[src/rtl/core/tgf_pkg.sv]
`default_nettype none

package tgf_pkg;

    // Field widths of the stream payloads
    localparam int TS_W      = 64;
    localparam int PL_W      = 32;
    localparam int LEN_W     = 8;
    localparam int CFG_W     = 32;
    localparam int CFG_IDX_W = 1;

    // One stored entry: {length, handle, time}
    localparam int ENT_W      = TS_W + PL_W + LEN_W;
    localparam int IN_TDATA_W = ((ENT_W + 7) / 8) * 8;

    // Result bits below the occupancy field: status, found, time, handle, length
    localparam int RES_FIX_W = 2 + TS_W + PL_W + LEN_W;

    // Signed difference of two times, with room for the window adds
    localparam int DIFF_W = TS_W + 2;

    localparam logic [CFG_IDX_W-1:0] REG_STALE  = 1'b0;
    localparam logic [CFG_IDX_W-1:0] REG_FUTURE = 1'b1;

    localparam logic [CFG_W-1:0] STALE_RESET  = 32'd1000;
    localparam logic [CFG_W-1:0] FUTURE_RESET = 32'd5000;

    typedef enum logic [1:0] {
        CMD_PUT   = 2'd0,
        CMD_PEEK  = 2'd1,
        CMD_GET   = 2'd2,
        CMD_FLUSH = 2'd3
    } t_cmd;

    typedef enum logic [3:0] {
        S_IDLE,
        S_EXEC,
        S_DROP_RD,
        S_DROP_DIFF,
        S_DROP_CHK,
        S_MARK_RD,
        S_MARK_DIFF,
        S_MARK_CHK,
        S_GET_RD,
        S_GET_CHK,
        S_DONE
    } t_state;

    // Controller to datapath
    typedef struct packed {
        logic load_in;
        logic exec_put;
        logic exec_flush;
        logic rd_en;
        logic rd_mark;
        logic load_diff;
        logic drop;
        logic mark;
        logic pop;
        logic fail;
        logic push;
    } t_ctrl;

    // Datapath to controller
    typedef struct packed {
        t_cmd cmd;
        logic empty;
        logic all_peeked;
        logic peeked_any;
        logic drop_ok;
        logic due;
        logic match;
        logic out_busy;
    } t_stat;

endpackage

`default_nettype wire

[src/rtl/core/timestamp_gated_fifo.sv]
// Timestamp-gated entry FIFO, paced by a playback clock.
// Slave stream: one item is a command in s_tuser (put, peek, get, flush) and
// {length, handle, time} in s_tdata. Master stream: one result per item.
// Configuration channel: index 0 writes the stale window, index 1 the future
// window; write only while the block is idle. cfg_ready is always high.
// Items are processed one at a time; s_tready is high only while idle.
// Put and flush update the FIFO; get reads the head if an entry is peeked
// and pops it on a time match; peek drops heads while nothing is peeked,
// then judges the next entry. The drop loop is bounded by the single read port
// of the entry RAM: read, form the difference, then judge.
// The result sits in an output register, so the next item is accepted
// as soon as it is loaded, even if the receiver stalls; a further result
// holds in the controller until the output register is taken.
// Reset (synchronous, active low) empties the FIFO, clears the output
// valid and restores the windows to 1000 and 5000. Entry RAM contents are
// not cleared; they are only read behind the entry count.
`default_nettype none

module timestamp_gated_fifo #(
    parameter int DEPTH = 16
) (
    input  wire logic                               i_clk,
    input  wire logic                               i_rst_n,
    // slave stream
    input  wire logic                               i_s_tvalid,
    output logic                                    o_s_tready,
    // tdata: timestamp[63:0], payload[95:64], payload_length[103:96]
    input  wire logic [tgf_pkg::IN_TDATA_W-1:0]     i_s_tdata,
    // tuser: command[1:0]
    input  wire logic [1:0]                         i_s_tuser,
    // master stream
    output logic                                    o_m_tvalid,
    input  wire logic                               i_m_tready,
    // tdata: status, found, entry_time_out[64], payload_out[32], length_out[8],
    //        occupancy, zero fill
    output logic [((tgf_pkg::RES_FIX_W + $clog2(DEPTH + 1) + 7) / 8) * 8 - 1:0] o_m_tdata,
    // configuration write channel
    input  wire logic                               i_cfg_valid,
    output logic                                    o_cfg_ready,
    input  wire logic [tgf_pkg::CFG_IDX_W-1:0]      i_cfg_index,
    input  wire logic [tgf_pkg::CFG_W-1:0]          i_cfg_data
);

    import tgf_pkg::*;

    t_ctrl ctrl;
    t_stat stat;

    // Take writes at any time; the user keeps them to idle periods
    assign o_cfg_ready = 1'b1;

    tgf_ctrl u_tgf_ctrl (
        .i_clk      (i_clk),
        .i_rst_n    (i_rst_n),
        .i_s_tvalid (i_s_tvalid),
        .o_s_tready (o_s_tready),
        .i_stat     (stat),
        .o_ctrl     (ctrl)
    );

    tgf_dp #(
        .DEPTH (DEPTH)
    ) u_tgf_dp (
        .i_clk       (i_clk),
        .i_rst_n     (i_rst_n),
        .i_ctrl      (ctrl),
        .o_stat      (stat),
        .i_s_tdata   (i_s_tdata),
        .i_s_tuser   (i_s_tuser),
        .i_cfg_valid (i_cfg_valid && o_cfg_ready),
        .i_cfg_index (i_cfg_index),
        .i_cfg_data  (i_cfg_data),
        .o_m_tvalid  (o_m_tvalid),
        .i_m_tready  (i_m_tready),
        .o_m_tdata   (o_m_tdata)
    );

endmodule

`default_nettype wire

[src/rtl/core/tgf_ram.sv]
`default_nettype none

module tgf_ram #(
    parameter int WIDTH = 8,
    parameter int DEPTH = 16
) (
    input  wire logic                       i_clk,
    input  wire logic                       i_we,
    input  wire logic [$clog2(DEPTH)-1:0]   i_waddr,
    input  wire logic [WIDTH-1:0]           i_wdata,
    input  wire logic                       i_re,
    input  wire logic [$clog2(DEPTH)-1:0]   i_raddr,
    output logic      [WIDTH-1:0]           o_rdata
);

    logic [WIDTH-1:0] r_mem [DEPTH];

    always_ff @(posedge i_clk) begin
        if (i_we) begin
            r_mem[i_waddr] <= i_wdata;
        end
        if (i_re) begin
            o_rdata <= r_mem[i_raddr];
        end
    end

endmodule

`default_nettype wire

[src/rtl/core/tgf_ctrl.sv]
`default_nettype none

module tgf_ctrl (
    input  wire logic           i_clk,
    input  wire logic           i_rst_n,
    input  wire logic           i_s_tvalid,
    output logic                o_s_tready,
    input  wire tgf_pkg::t_stat i_stat,
    output tgf_pkg::t_ctrl      o_ctrl
);

    import tgf_pkg::*;

    t_state r_state;
    t_state n_state;

    always_ff @(posedge i_clk) begin
        if (!i_rst_n) begin
            r_state <= S_IDLE;
        end else begin
            r_state <= n_state;
        end
    end

    always_comb begin
        n_state    = r_state;
        o_ctrl     = '0;
        o_s_tready = 1'b0;
        unique case (r_state)
            S_IDLE: begin
                o_s_tready     = 1'b1;
                o_ctrl.load_in = i_s_tvalid;
                if (i_s_tvalid) begin
                    n_state = S_EXEC;
                end
            end
            S_EXEC: begin
                unique case (i_stat.cmd)
                    CMD_PUT: begin
                        o_ctrl.exec_put = 1'b1;
                        n_state         = S_DONE;
                    end
                    CMD_FLUSH: begin
                        o_ctrl.exec_flush = 1'b1;
                        n_state           = S_DONE;
                    end
                    CMD_PEEK: n_state = S_DROP_RD;
                    CMD_GET:  n_state = S_GET_RD;
                endcase
            end
            // Drop stale or far-ahead heads, one per pass, while nothing is peeked
            S_DROP_RD: begin
                if (!i_stat.empty && !i_stat.peeked_any) begin
                    o_ctrl.rd_en = 1'b1;
                    n_state      = S_DROP_DIFF;
                end else begin
                    n_state = S_MARK_RD;
                end
            end
            S_DROP_DIFF: begin
                o_ctrl.load_diff = 1'b1;
                n_state          = S_DROP_CHK;
            end
            S_DROP_CHK: begin
                if (i_stat.drop_ok) begin
                    o_ctrl.drop = 1'b1;
                    n_state     = S_DROP_RD;
                end else begin
                    n_state = S_MARK_RD;
                end
            end
            S_MARK_RD: begin
                if (!i_stat.all_peeked) begin
                    o_ctrl.rd_en   = 1'b1;
                    o_ctrl.rd_mark = 1'b1;
                    n_state        = S_MARK_DIFF;
                end else begin
                    n_state = S_DONE;
                end
            end
            S_MARK_DIFF: begin
                o_ctrl.load_diff = 1'b1;
                n_state          = S_MARK_CHK;
            end
            S_MARK_CHK: begin
                o_ctrl.mark = i_stat.due;
                n_state     = S_DONE;
            end
            S_GET_RD: begin
                if (i_stat.peeked_any) begin
                    o_ctrl.rd_en = 1'b1;
                    n_state      = S_GET_CHK;
                end else begin
                    o_ctrl.fail = 1'b1;
                    n_state     = S_DONE;
                end
            end
            S_GET_CHK: begin
                o_ctrl.pop  = i_stat.match;
                o_ctrl.fail = !i_stat.match;
                n_state     = S_DONE;
            end
            S_DONE: begin
                if (!i_stat.out_busy) begin
                    o_ctrl.push = 1'b1;
                    n_state     = S_IDLE;
                end
            end
            default: n_state = S_IDLE;
        endcase
    end

endmodule

`default_nettype wire

[src/rtl/core/tgf_dp.sv]
`default_nettype none

module tgf_dp #(
    parameter int DEPTH = 16
) (
    input  wire logic                                   i_clk,
    input  wire logic                                   i_rst_n,
    input  wire tgf_pkg::t_ctrl                         i_ctrl,
    output tgf_pkg::t_stat                              o_stat,
    input  wire logic [tgf_pkg::IN_TDATA_W-1:0]         i_s_tdata,
    input  wire logic [1:0]                             i_s_tuser,
    input  wire logic                                   i_cfg_valid,
    input  wire logic [tgf_pkg::CFG_IDX_W-1:0]          i_cfg_index,
    input  wire logic [tgf_pkg::CFG_W-1:0]              i_cfg_data,
    output logic                                        o_m_tvalid,
    input  wire logic                                   i_m_tready,
    output logic [((tgf_pkg::RES_FIX_W + $clog2(DEPTH + 1) + 7) / 8) * 8 - 1:0] o_m_tdata
);

    import tgf_pkg::*;

    localparam int AW      = $clog2(DEPTH);
    localparam int CW      = $clog2(DEPTH + 1);
    localparam int SW      = AW + 1;
    localparam int OUT_W   = RES_FIX_W + CW;
    localparam int OUT_TDW = ((OUT_W + 7) / 8) * 8;

    // Latched item
    t_cmd               r_cmd;
    logic [TS_W-1:0]    r_ts;
    logic [PL_W-1:0]    r_pl;
    logic [LEN_W-1:0]   r_len;

    logic [CFG_W-1:0]   r_stale;
    logic [CFG_W-1:0]   r_future;

    logic [AW-1:0]      r_head;
    logic [AW-1:0]      r_tail;
    logic [CW-1:0]      r_count;
    logic [CW-1:0]      r_peeked;

    logic signed [DIFF_W-1:0] r_diff;
    logic [TS_W-1:0]    r_ent_time;

    logic               r_status;
    logic               r_found;
    logic [TS_W-1:0]    r_rtime;
    logic [PL_W-1:0]    r_rpl;
    logic [LEN_W-1:0]   r_rlen;

    logic               r_out_valid;
    logic [OUT_TDW-1:0] r_out_data;

    logic               full;
    logic [AW-1:0]      head_next;
    logic [AW-1:0]      tail_next;
    logic [SW-1:0]      mark_sum;
    logic [AW-1:0]      mark_addr;
    logic [AW-1:0]      rd_addr;
    logic               wr_en;
    logic [ENT_W-1:0]   rd_data;
    logic [TS_W-1:0]    rd_time;
    logic signed [DIFF_W-1:0] diff_calc;
    logic signed [DIFF_W-1:0] sum_future;
    logic signed [DIFF_W-1:0] sum_stale;
    logic signed [DIFF_W-1:0] stale_ext;

    assign full      = (r_count == CW'(DEPTH));
    assign head_next = (r_head == AW'(DEPTH - 1)) ? '0 : r_head + 1'b1;
    assign tail_next = (r_tail == AW'(DEPTH - 1)) ? '0 : r_tail + 1'b1;
    assign mark_sum  = SW'(r_head) + SW'(r_peeked);
    assign mark_addr = (mark_sum >= SW'(DEPTH)) ? AW'(mark_sum - SW'(DEPTH)) : AW'(mark_sum);
    assign rd_addr   = i_ctrl.rd_mark ? mark_addr : r_head;
    assign wr_en     = i_ctrl.exec_put && !full;
    assign rd_time   = rd_data[TS_W-1:0];

    tgf_ram #(
        .WIDTH (ENT_W),
        .DEPTH (DEPTH)
    ) u_tgf_ram (
        .i_clk   (i_clk),
        .i_we    (wr_en),
        .i_waddr (r_tail),
        .i_wdata ({r_len, r_pl, r_ts}),
        .i_re    (i_ctrl.rd_en),
        .i_raddr (rd_addr),
        .o_rdata (rd_data)
    );

    // Clock minus entry time, exact in DIFF_W bits
    assign diff_calc  = $signed({{2{r_ts[TS_W-1]}}, r_ts})
                      - $signed({{2{rd_time[TS_W-1]}}, rd_time});
    assign stale_ext  = $signed({{(DIFF_W - CFG_W){1'b0}}, r_stale});
    assign sum_future = r_diff + $signed({{(DIFF_W - CFG_W){1'b0}}, r_future});
    assign sum_stale  = r_diff + stale_ext;

    always_comb begin
        o_stat            = '0;
        o_stat.cmd        = r_cmd;
        o_stat.empty      = (r_count == '0);
        o_stat.all_peeked = (r_peeked == r_count);
        o_stat.peeked_any = (r_peeked != '0);
        // Too old: behind by more than the stale window; too far ahead: lead over future window
        o_stat.drop_ok    = (r_diff > stale_ext) || sum_future[DIFF_W-1];
        // Due: distance strictly below the stale window on either side
        o_stat.due        = (r_diff < stale_ext) && !sum_stale[DIFF_W-1] && (sum_stale != '0);
        o_stat.match      = (rd_time == r_ts);
        o_stat.out_busy   = r_out_valid && !i_m_tready;
    end

    always_ff @(posedge i_clk) begin
        if (i_ctrl.load_in) begin
            r_cmd <= t_cmd'(i_s_tuser);
            r_ts  <= i_s_tdata[TS_W-1:0];
            r_pl  <= i_s_tdata[TS_W +: PL_W];
            r_len <= i_s_tdata[TS_W + PL_W +: LEN_W];
        end
        if (i_ctrl.load_diff) begin
            r_diff     <= diff_calc;
            r_ent_time <= rd_time;
        end
        if (i_ctrl.push) begin
            r_out_data <= OUT_TDW'({r_count, r_rlen, r_rpl, r_rtime, r_found, r_status});
        end
        priority if (i_ctrl.load_in) begin
            r_status <= 1'b0;
            r_found  <= 1'b0;
            r_rtime  <= '0;
            r_rpl    <= '0;
            r_rlen   <= '0;
        end else if (i_ctrl.exec_put && full) begin
            r_status <= 1'b1;
        end else if (i_ctrl.fail) begin
            r_status <= 1'b1;
        end else if (i_ctrl.mark) begin
            r_found <= 1'b1;
            r_rtime <= r_ent_time;
        end else if (i_ctrl.pop) begin
            r_rtime <= rd_time;
            r_rpl   <= rd_data[TS_W +: PL_W];
            r_rlen  <= rd_data[TS_W + PL_W +: LEN_W];
        end else begin
        end
    end

    always_ff @(posedge i_clk) begin
        if (!i_rst_n) begin
            r_stale     <= STALE_RESET;
            r_future    <= FUTURE_RESET;
            r_head      <= '0;
            r_tail      <= '0;
            r_count     <= '0;
            r_peeked    <= '0;
            r_out_valid <= 1'b0;
        end else begin
            if (i_cfg_valid) begin
                unique case (i_cfg_index)
                    REG_STALE:  r_stale  <= i_cfg_data;
                    REG_FUTURE: r_future <= i_cfg_data;
                endcase
            end
            priority if (i_ctrl.exec_flush) begin
                r_head   <= '0;
                r_tail   <= '0;
                r_count  <= '0;
                r_peeked <= '0;
            end else if (wr_en) begin
                r_tail  <= tail_next;
                r_count <= r_count + 1'b1;
            end else if (i_ctrl.drop) begin
                r_head  <= head_next;
                r_count <= r_count - 1'b1;
            end else if (i_ctrl.pop) begin
                r_head   <= head_next;
                r_count  <= r_count - 1'b1;
                r_peeked <= r_peeked - 1'b1;
            end else if (i_ctrl.mark) begin
                r_peeked <= r_peeked + 1'b1;
            end else begin
            end
            if (i_ctrl.push) begin
                r_out_valid <= 1'b1;
            end else if (i_m_tready) begin
                r_out_valid <= 1'b0;
            end
        end
    end

    assign o_m_tvalid = r_out_valid;
    assign o_m_tdata  = r_out_data;

endmodule

`default_nettype wire

[config.mk]
export PLATFORM = sky130hd
export DESIGN_NAME = timestamp_gated_fifo
export DESIGN_NICKNAME = d
export VERILOG_FILES = /design/src/rtl/core/tgf_pkg.sv /design/src/rtl/core/timestamp_gated_fifo.sv /design/src/rtl/core/tgf_ram.sv /design/src/rtl/core/tgf_ctrl.sv /design/src/rtl/core/tgf_dp.sv
export SDC_FILE = /design/constraint.sdc
export NUM_CORES = 2
export LEC_CHECK = 0
export ABC_CLOCK_PERIOD_IN_PS = 13990
export BUFFER_PORTS_ARGS = -buffer_cell sky130_fd_sc_hd__buf_2
export CAP_MARGIN = 20
export CORE_MARGIN = 2
export CORE_UTILIZATION = 42
export CTS_CLUSTER_DIAMETER = 150
export DETAILED_ROUTE_END_ITERATION = 6
export GPL_ROUTABILITY_DRIVEN = 0
export PLACE_DENSITY = 0.68
export REMOVE_ABC_BUFFERS = 1
export SETUP_SLACK_MARGIN = 0.3
export SLEW_MARGIN = 30
export SYNTH_ARGS = -nofsm -noshare
export SYNTH_HDL_FRONTEND = slang
export SYNTH_SLANG_ARGS = --single-unit
[constraint.sdc]
create_clock -name i_clk -period 13.99 [get_ports i_clk]
set_input_delay 2.798 -clock i_clk [delete_from_list [all_inputs] [get_ports i_clk]]
set_output_delay 2.798 -clock i_clk [all_outputs]
set_load 0.05 [all_outputs]
# ---- Yosys cells after proc, flatten, opt, wreduce, memory -nomap -nowiden
# Memory sizes are Yosys's and may differ from the RTL's. A register that Yosys moved wholly into a read port is not among the register bits.
# Cells that the tools add are included.
dict set report word_totals {
  register_bits 540
  ramBits 1664
  in_bits 144
  output_inout_bits 115
  wordCells 143
  memories 1
}
# memory words width rd rd_clocked_by_memory_dff wr line
set memory_table {}
lappend memory_table {u_tgf_dp.u_tgf_ram.r_mem 16 104 1 1 1 tgf_ram.sv:16} ;# logic [WIDTH-1:0] r_mem [DEPTH];
dict set report classes {
  addsub 11
  n_lt_le_gt_ge 3
  eq_ne 20
  n_mux 46
  bitwise_logic 7
  n_reduce_logical 35
}
# op n
set op_table {}
lappend op_table {{66-bit by 33-bit adder with 66-bit output} 2}
lappend op_table {{64-bit 2-to-1 mux} 2}
lappend op_table {{66-bit by 33-bit > comparator with 1-bit output} 1}
lappend op_table {{66-bit by 33-bit less-than comparator with 1-bit output} 1}
lappend op_table {{66-bit nonzero test} 1}
lappend op_table {{64-bit by 64-bit subtractor with 65-bit output} 1}
lappend op_table {{64-bit == test} 1}
lappend op_table {{4-bit one-hot mux with 10 select lines} 1}
lappend op_table {{4-bit 2-to-1 mux} 9}
lappend op_table {{5-bit 2-to-1 mux} 5}
lappend op_table {{1-bit 2-to-1 mux} 21}
lappend op_table {{4-bit == test, second input constant} 5}
lappend op_table {{4-bit by 3-bit == test with 1-bit output, second input constant} 4}
lappend op_table {{4-bit one-hot mux with 3 select lines} 1}
lappend op_table {{5-bit by 1-bit adder with 5-bit output, second input constant} 2}
lappend op_table {{5-bit by 1-bit subtractor with 5-bit output, second input constant} 2}
lappend op_table {{3-bit AND reduction} 3}
lappend op_table {{4-bit by 1-bit adder with 4-bit output, second input constant} 2}
lappend op_table {{4-bit by 2-bit == test with 1-bit output, second input constant} 2}
lappend op_table {{2-bit AND reduction} 4}
lappend op_table {{2-bit nonzero test} 4}
lappend op_table {{2-bit OR reduction} 4}
lappend op_table {{1-bit NOT} 7}
lappend op_table {{1-bit logical AND} 6}
lappend op_table {{other kinds (21)} 31}

# ---- Depth between registers and ports, before layout
dict set report depth {
  depth_word 7
  depth_mapped 20
}

# ---- Cells and area by module
# Synthesis repeated with hierarchy kept, for this count alone.
dict set report unflattened {
  cells_unflattened 5452
  area_unflattened_um2 93768.7
}
# mod n_inst cells_per_inst area_each_um2 seq_area_each_um2
set modules_own_cells {}
lappend modules_own_cells {tgf_ram 1 2662 65298.9 53090.9}
lappend modules_own_cells {tgf_dp 1 2720 27986.8 14173.6}
lappend modules_own_cells {tgf_ctrl 1 68 471.7 80.1}
lappend modules_own_cells {timestamp_gated_fifo 1 2 11.3 0.0}

# ---- Worst setup path after synthesis
# No wires, ideal clock.
dict set report synth_path {
  path_type {reg-to-reg}
  from {reg u_tgf_ctrl.r_state[2]}
  to {mem u_tgf_dp.u_tgf_ram.r_mem[3][0] (netlist name) (enable)}
  setup_time_ns 0.693
  arrival_ns 8.975
  t_required_ns 13.297
  setup_slack_ns 4.321
  stages_incl_launch_ff 8
  synth_period_minus_slack_ns 9.669
  cell_sequence {dfxtp_1 -> clkbuf_1 -> nor2_1 -> nand3b_1 -> nor3_1 -> a21boi_1 -> nand2_1 -> nor3_1}
}
dict set report synth_via {
  elab_chain_len 5
}
# item line
set synth_rtl {}
lappend synth_rtl {{start: declaration} tgf_ctrl.sv:14} ;# t_state r_state;
lappend synth_rtl {{start signal: assignment} tgf_ctrl.sv:21} ;# r_state <= n_state;
lappend synth_rtl {{4-bit by 1-bit == test with 1-bit output} tgf_ctrl.sv:29} ;# unique case (r_state)
lappend synth_rtl {{2-bit 2-to-1 mux} tgf_ctrl.sv:29}
lappend synth_rtl {{1-bit logical AND} tgf_dp.sv:74} ;# assign wr_en = i_ctrl.exec_put && !full;
lappend synth_rtl {{1-bit 2-to-1 mux} tgf_ram.sv:19} ;# if (i_we) begin
lappend synth_rtl {{1-bit 2-to-1 mux (not written as such)} tgf_ram.sv:20} ;# r_mem[i_waddr] <= i_wdata;
lappend synth_rtl {{end: declaration} tgf_ram.sv:16}
# Every way passes these cells.

# ---- Worst setup path after layout
dict set report layout_path {
  from {reg u_tgf_dp.r_diff[30]}
  to {reg u_tgf_dp.r_rtime[29]}
}
dict set report layout_via {
  elab_chain_len 7
}
# item line
set layout_rtl {}
lappend layout_rtl {{start: declaration} tgf_dp.sv:42} ;# logic signed [DIFF_W-1:0] r_diff;
lappend layout_rtl {{start signal: assignment} tgf_dp.sv:119} ;# r_diff <= diff_calc;
lappend layout_rtl {{branches (longest 3 deep; another with 66-bit by 33-bit adder with 66-bit output)} n/a}
lappend layout_rtl {{1-bit logical AND *} tgf_dp.sv:106} ;# o_stat.due = (r_diff < stale_ext) && !sum_stale[DIFF_W-1] && (sum_stale != '0);
lappend layout_rtl {{1-bit 2-to-1 mux *} tgf_ctrl.sv:29}
lappend layout_rtl {{2-bit nonzero test (no source line)} n/a}
lappend layout_rtl {{3-bit AND reduction (no source line)} n/a}
lappend layout_rtl {{end signal: assignment} tgf_dp.sv:137} ;# r_rtime <= r_ent_time;
lappend layout_rtl {{end signal: assignment} tgf_dp.sv:139} ;# r_rtime <= rd_time;
lappend layout_rtl {{end: declaration} tgf_dp.sv:47} ;# logic [TS_W-1:0] r_rtime;
# Every way passes the cells marked *.
# A chain may end at the register's enable or synchronous reset.

==> impl_metrics.ini <==
[setup_path]
cp_slowest_cell = buf_4
worstPathCellList = ha_1 -> or2_2 -> or3_1 -> a31oi_1 -> nor2_2 -> mux2i_1 -> o2111ai_1 -> nor4_1 -> o2111ai_1 -> or4b_1 -> nor4_1 -> a31o_4 -> buf_4 -> nor2_1 -> a211oi_1
critPathRequiredTime_ps = 14760
cp_max_fo = 62
critPathKind = register to register
crit_arrival_ps = 6930
end_kind = register
crit_buf_inv = 1
max_stage_delay_ps = 640
critical_path.top_delay_family = simple AND/OR/NAND/NOR gates
critPathLaunchType = register

[worst_hold_path]
hp-class = register to register

[clocking]
hold_buffers = 0
clock_sinks = 2307
cts_max_level = 4
postCtsSetupRepairBufs = 0
clock-root-buffer = clkbuf_16
clk_pin_slew_ps = 70
cts_buffers = 225
clockBufferDepth = 3
cts_tree = built
clk_latency_ps = 890
cts_resized = 0

[global_routing]
grt_start_max_net_pins = 205
grt_pass1_vias = 62897
grt_overflow = 0
antenna_found_initial = 19
grt_pass1_wl_um = 407000
track_usage = 0.229

[power]
clkPwrFrac = 0.374
p_sw_mw = 4.48
switching_share = 0.265
power.total_mw = 16.9
p_leak_nw = 37.9
worst_ir_drop_vdd_mv = 0.129
p_per_area_nw_per_um2 = 155
p_comb_frac = 0.116
power.internal_mw = 12.4
share_seq_of_total_power = 0.511

[layout]
instances_no_fill = 11210
multi_input_area_um2 = 27200
finalNetCount = 8299
fin_util = 0.475
fill_cells = 19835
area_growth_pct = 12.8
regArea_um2 = 67300
fin_area_um2 = 109000
drive_gt1_frac = 0.0993

[synth]
yosys_warnings = 0
yosysMostFrequentCell = edfxtp_1
ys_ff_latch = 2307
ys_seq_area_frac = 0.696
synth_top_cell_area_share = 0.656
synth_common_cells = edfxtp_1, nand2_1, nand3_1, clkbuf_1, a21oi_1
syn_avg_cell_area_um2 = 12.3
synth_cell_type_count = 87
synth_area_leaders = edfxtp_1, nand2_1, dfxtp_1
synth_top_area_cell = edfxtp_1
synth-edff-count = 2114
netlist_area_um2 = 96800
synthCells = 7880
yosys_most_used_dff = edfxtp_1
async_flop_share = 0

[routing]
wl_um = 277000
drc = 402
dr.pass1.iters = 7
vias = 66132
first_iter_violations = 8744
wl_per_cell_um = 24.7
ant_nets = 0
via_per_inst = 5.90

[timing]
fin_setup_tns_ps = 0
max_freq_mhz = 162
rsz0062_at_grt = false
worst_slack_ps = 7830
slew_headroom = 0.257
tightest_slew_ps = 1110
fin_worst_skew_ps = 85.9
slew_violations = 0
holdWs_ps = 423
post-route-period-util = 0.440
setup-violations-final = 0
post-route-min-period_ps = 6160
hold_violations = 0

[floorplan]
die_width_um = 484
die-area_um2 = 234000
initial_core_util = 0.421
die_h_um = 484
core_area_um2 = 230000
rows = 176
io-pin-count = 259

[placement]
pre_cts_ws_ps = 7820
place_area_um2 = 101000
hpwl_um = 156000
numPortBuffers = 256
dp_cells = 10768

[run_status]
status = finished, violations left
failed_checks = design-rule violations

[job]
cap_viol_max_count = 0
[registers in the layout, indices dropped and copies added (netlist names), 64 cells and up]
signal                      cells
u_tgf_dp.o_m_tdata            111
u_tgf_dp.u_tgf_ram.r_mem     1664
u_tgf_dp.u_tgf_ram.o_rdata    104
u_tgf_dp.r_diff                65
u_tgf_dp.r_ent_time            64
u_tgf_dp.r_ts                  64
u_tgf_dp.r_rtime               64
[cells in the final DEF (no fill, tap or decap), types with 17 or more instances in the layout]
cell and count:
bufinv_16 31, nor2_1 283, a31oi_1 132, a21o_1 68, a21oi_1 398, clkinv_2 37
clkbuf_8 21, clkbuf_1 44, clkinv_1 35, buf_2 257, buf_4 73, a211oi_1 51
o31ai_1 18, a311oi_1 321, edfxtp_1 2114, ha_1 173, nor3_1 48, xnor2_1 57
inv_1 153, nand4_1 60, a211oi_2 30, nor2b_1 39, nand2b_1 28, and3_1 235
nor4_1 40, buf_12 17, dfxtp_1 193, clkbuf_16 226, xor2_1 33, o21ai_0 96
nand2_1 2002, nand3_1 489
[path summary, 6_finish.rpt]
| check | startpoint | end | slack [ps] | cells past startpoint |
|---|---|---|---|---|
| setup / recovery | u_tgf_dp.r_diff[30]$_DFFE_PP_ | u_tgf_dp.r_rtime[29]$_SDFFE_PP0P_ | 7830 | 15 |
| hold / removal | u_tgf_dp.u_tgf_ram.o_rdata[27]$_DFFE_PP_ | u_tgf_dp.r_ent_time[27]$_DFFE_PP_ | 420 | 0 |
| setup reg to reg | u_tgf_dp.r_diff[30]$_DFFE_PP_ | u_tgf_dp.r_rtime[29]$_SDFFE_PP0P_ | 7830 | 15 |
| hold reg to reg | u_tgf_dp.u_tgf_ram.o_rdata[27]$_DFFE_PP_ | u_tgf_dp.r_ent_time[27]$_DFFE_PP_ | 420 | 0 |
[per-layer routing]
metal	up-vias	share of wire	routed length [um]	track usage
met5	-	0.00012	32	0
met4	6	0.048	13400	0.103
met3	680	0.099	27400	0.0494
met2	3590	0.44	123000	0.348
met1	32531	0.41	114000	0.317
li1	29325	-	-	-
[power by group through the flow]
stage	sequential (mW)	clock (mW)	combinational (mW)
floorplan	8.65	0	1.57
global placement	8.73	0	1.86
detailed placement	8.76	0	1.89
CTS	8.61	6.40	1.90
global route	8.67	6.65	2.10
finish	8.63	6.31	1.96
[kinds of logic (layout without fill, tap and decap cells)]
family,Yosys count,count (layout),share of synthesized area
buf+inv,643,940,0.0259
other cells,2,9,0.0000776
simple gates,3355,3355,0.152
mux,23,23,0.00246
compound gates,1281,1281,0.0923
fa+ha+maj,178,178,0.0234
xor+xnor,91,91,0.00823
flops,2307,2307,0.696
[area by class of cell]
cell class	instances	area share
inverters	154	0.00529
clock buffers	291	0.0559
multi-input cells	4930	0.249
flip-flops and latches	2307	0.617
diodes	7	0.000160
repair buffers	359	0.0223
clock inverters	136	0.0155
well taps	3026	0.0347
No activity file was read; power rests on OpenSTA's default activity.
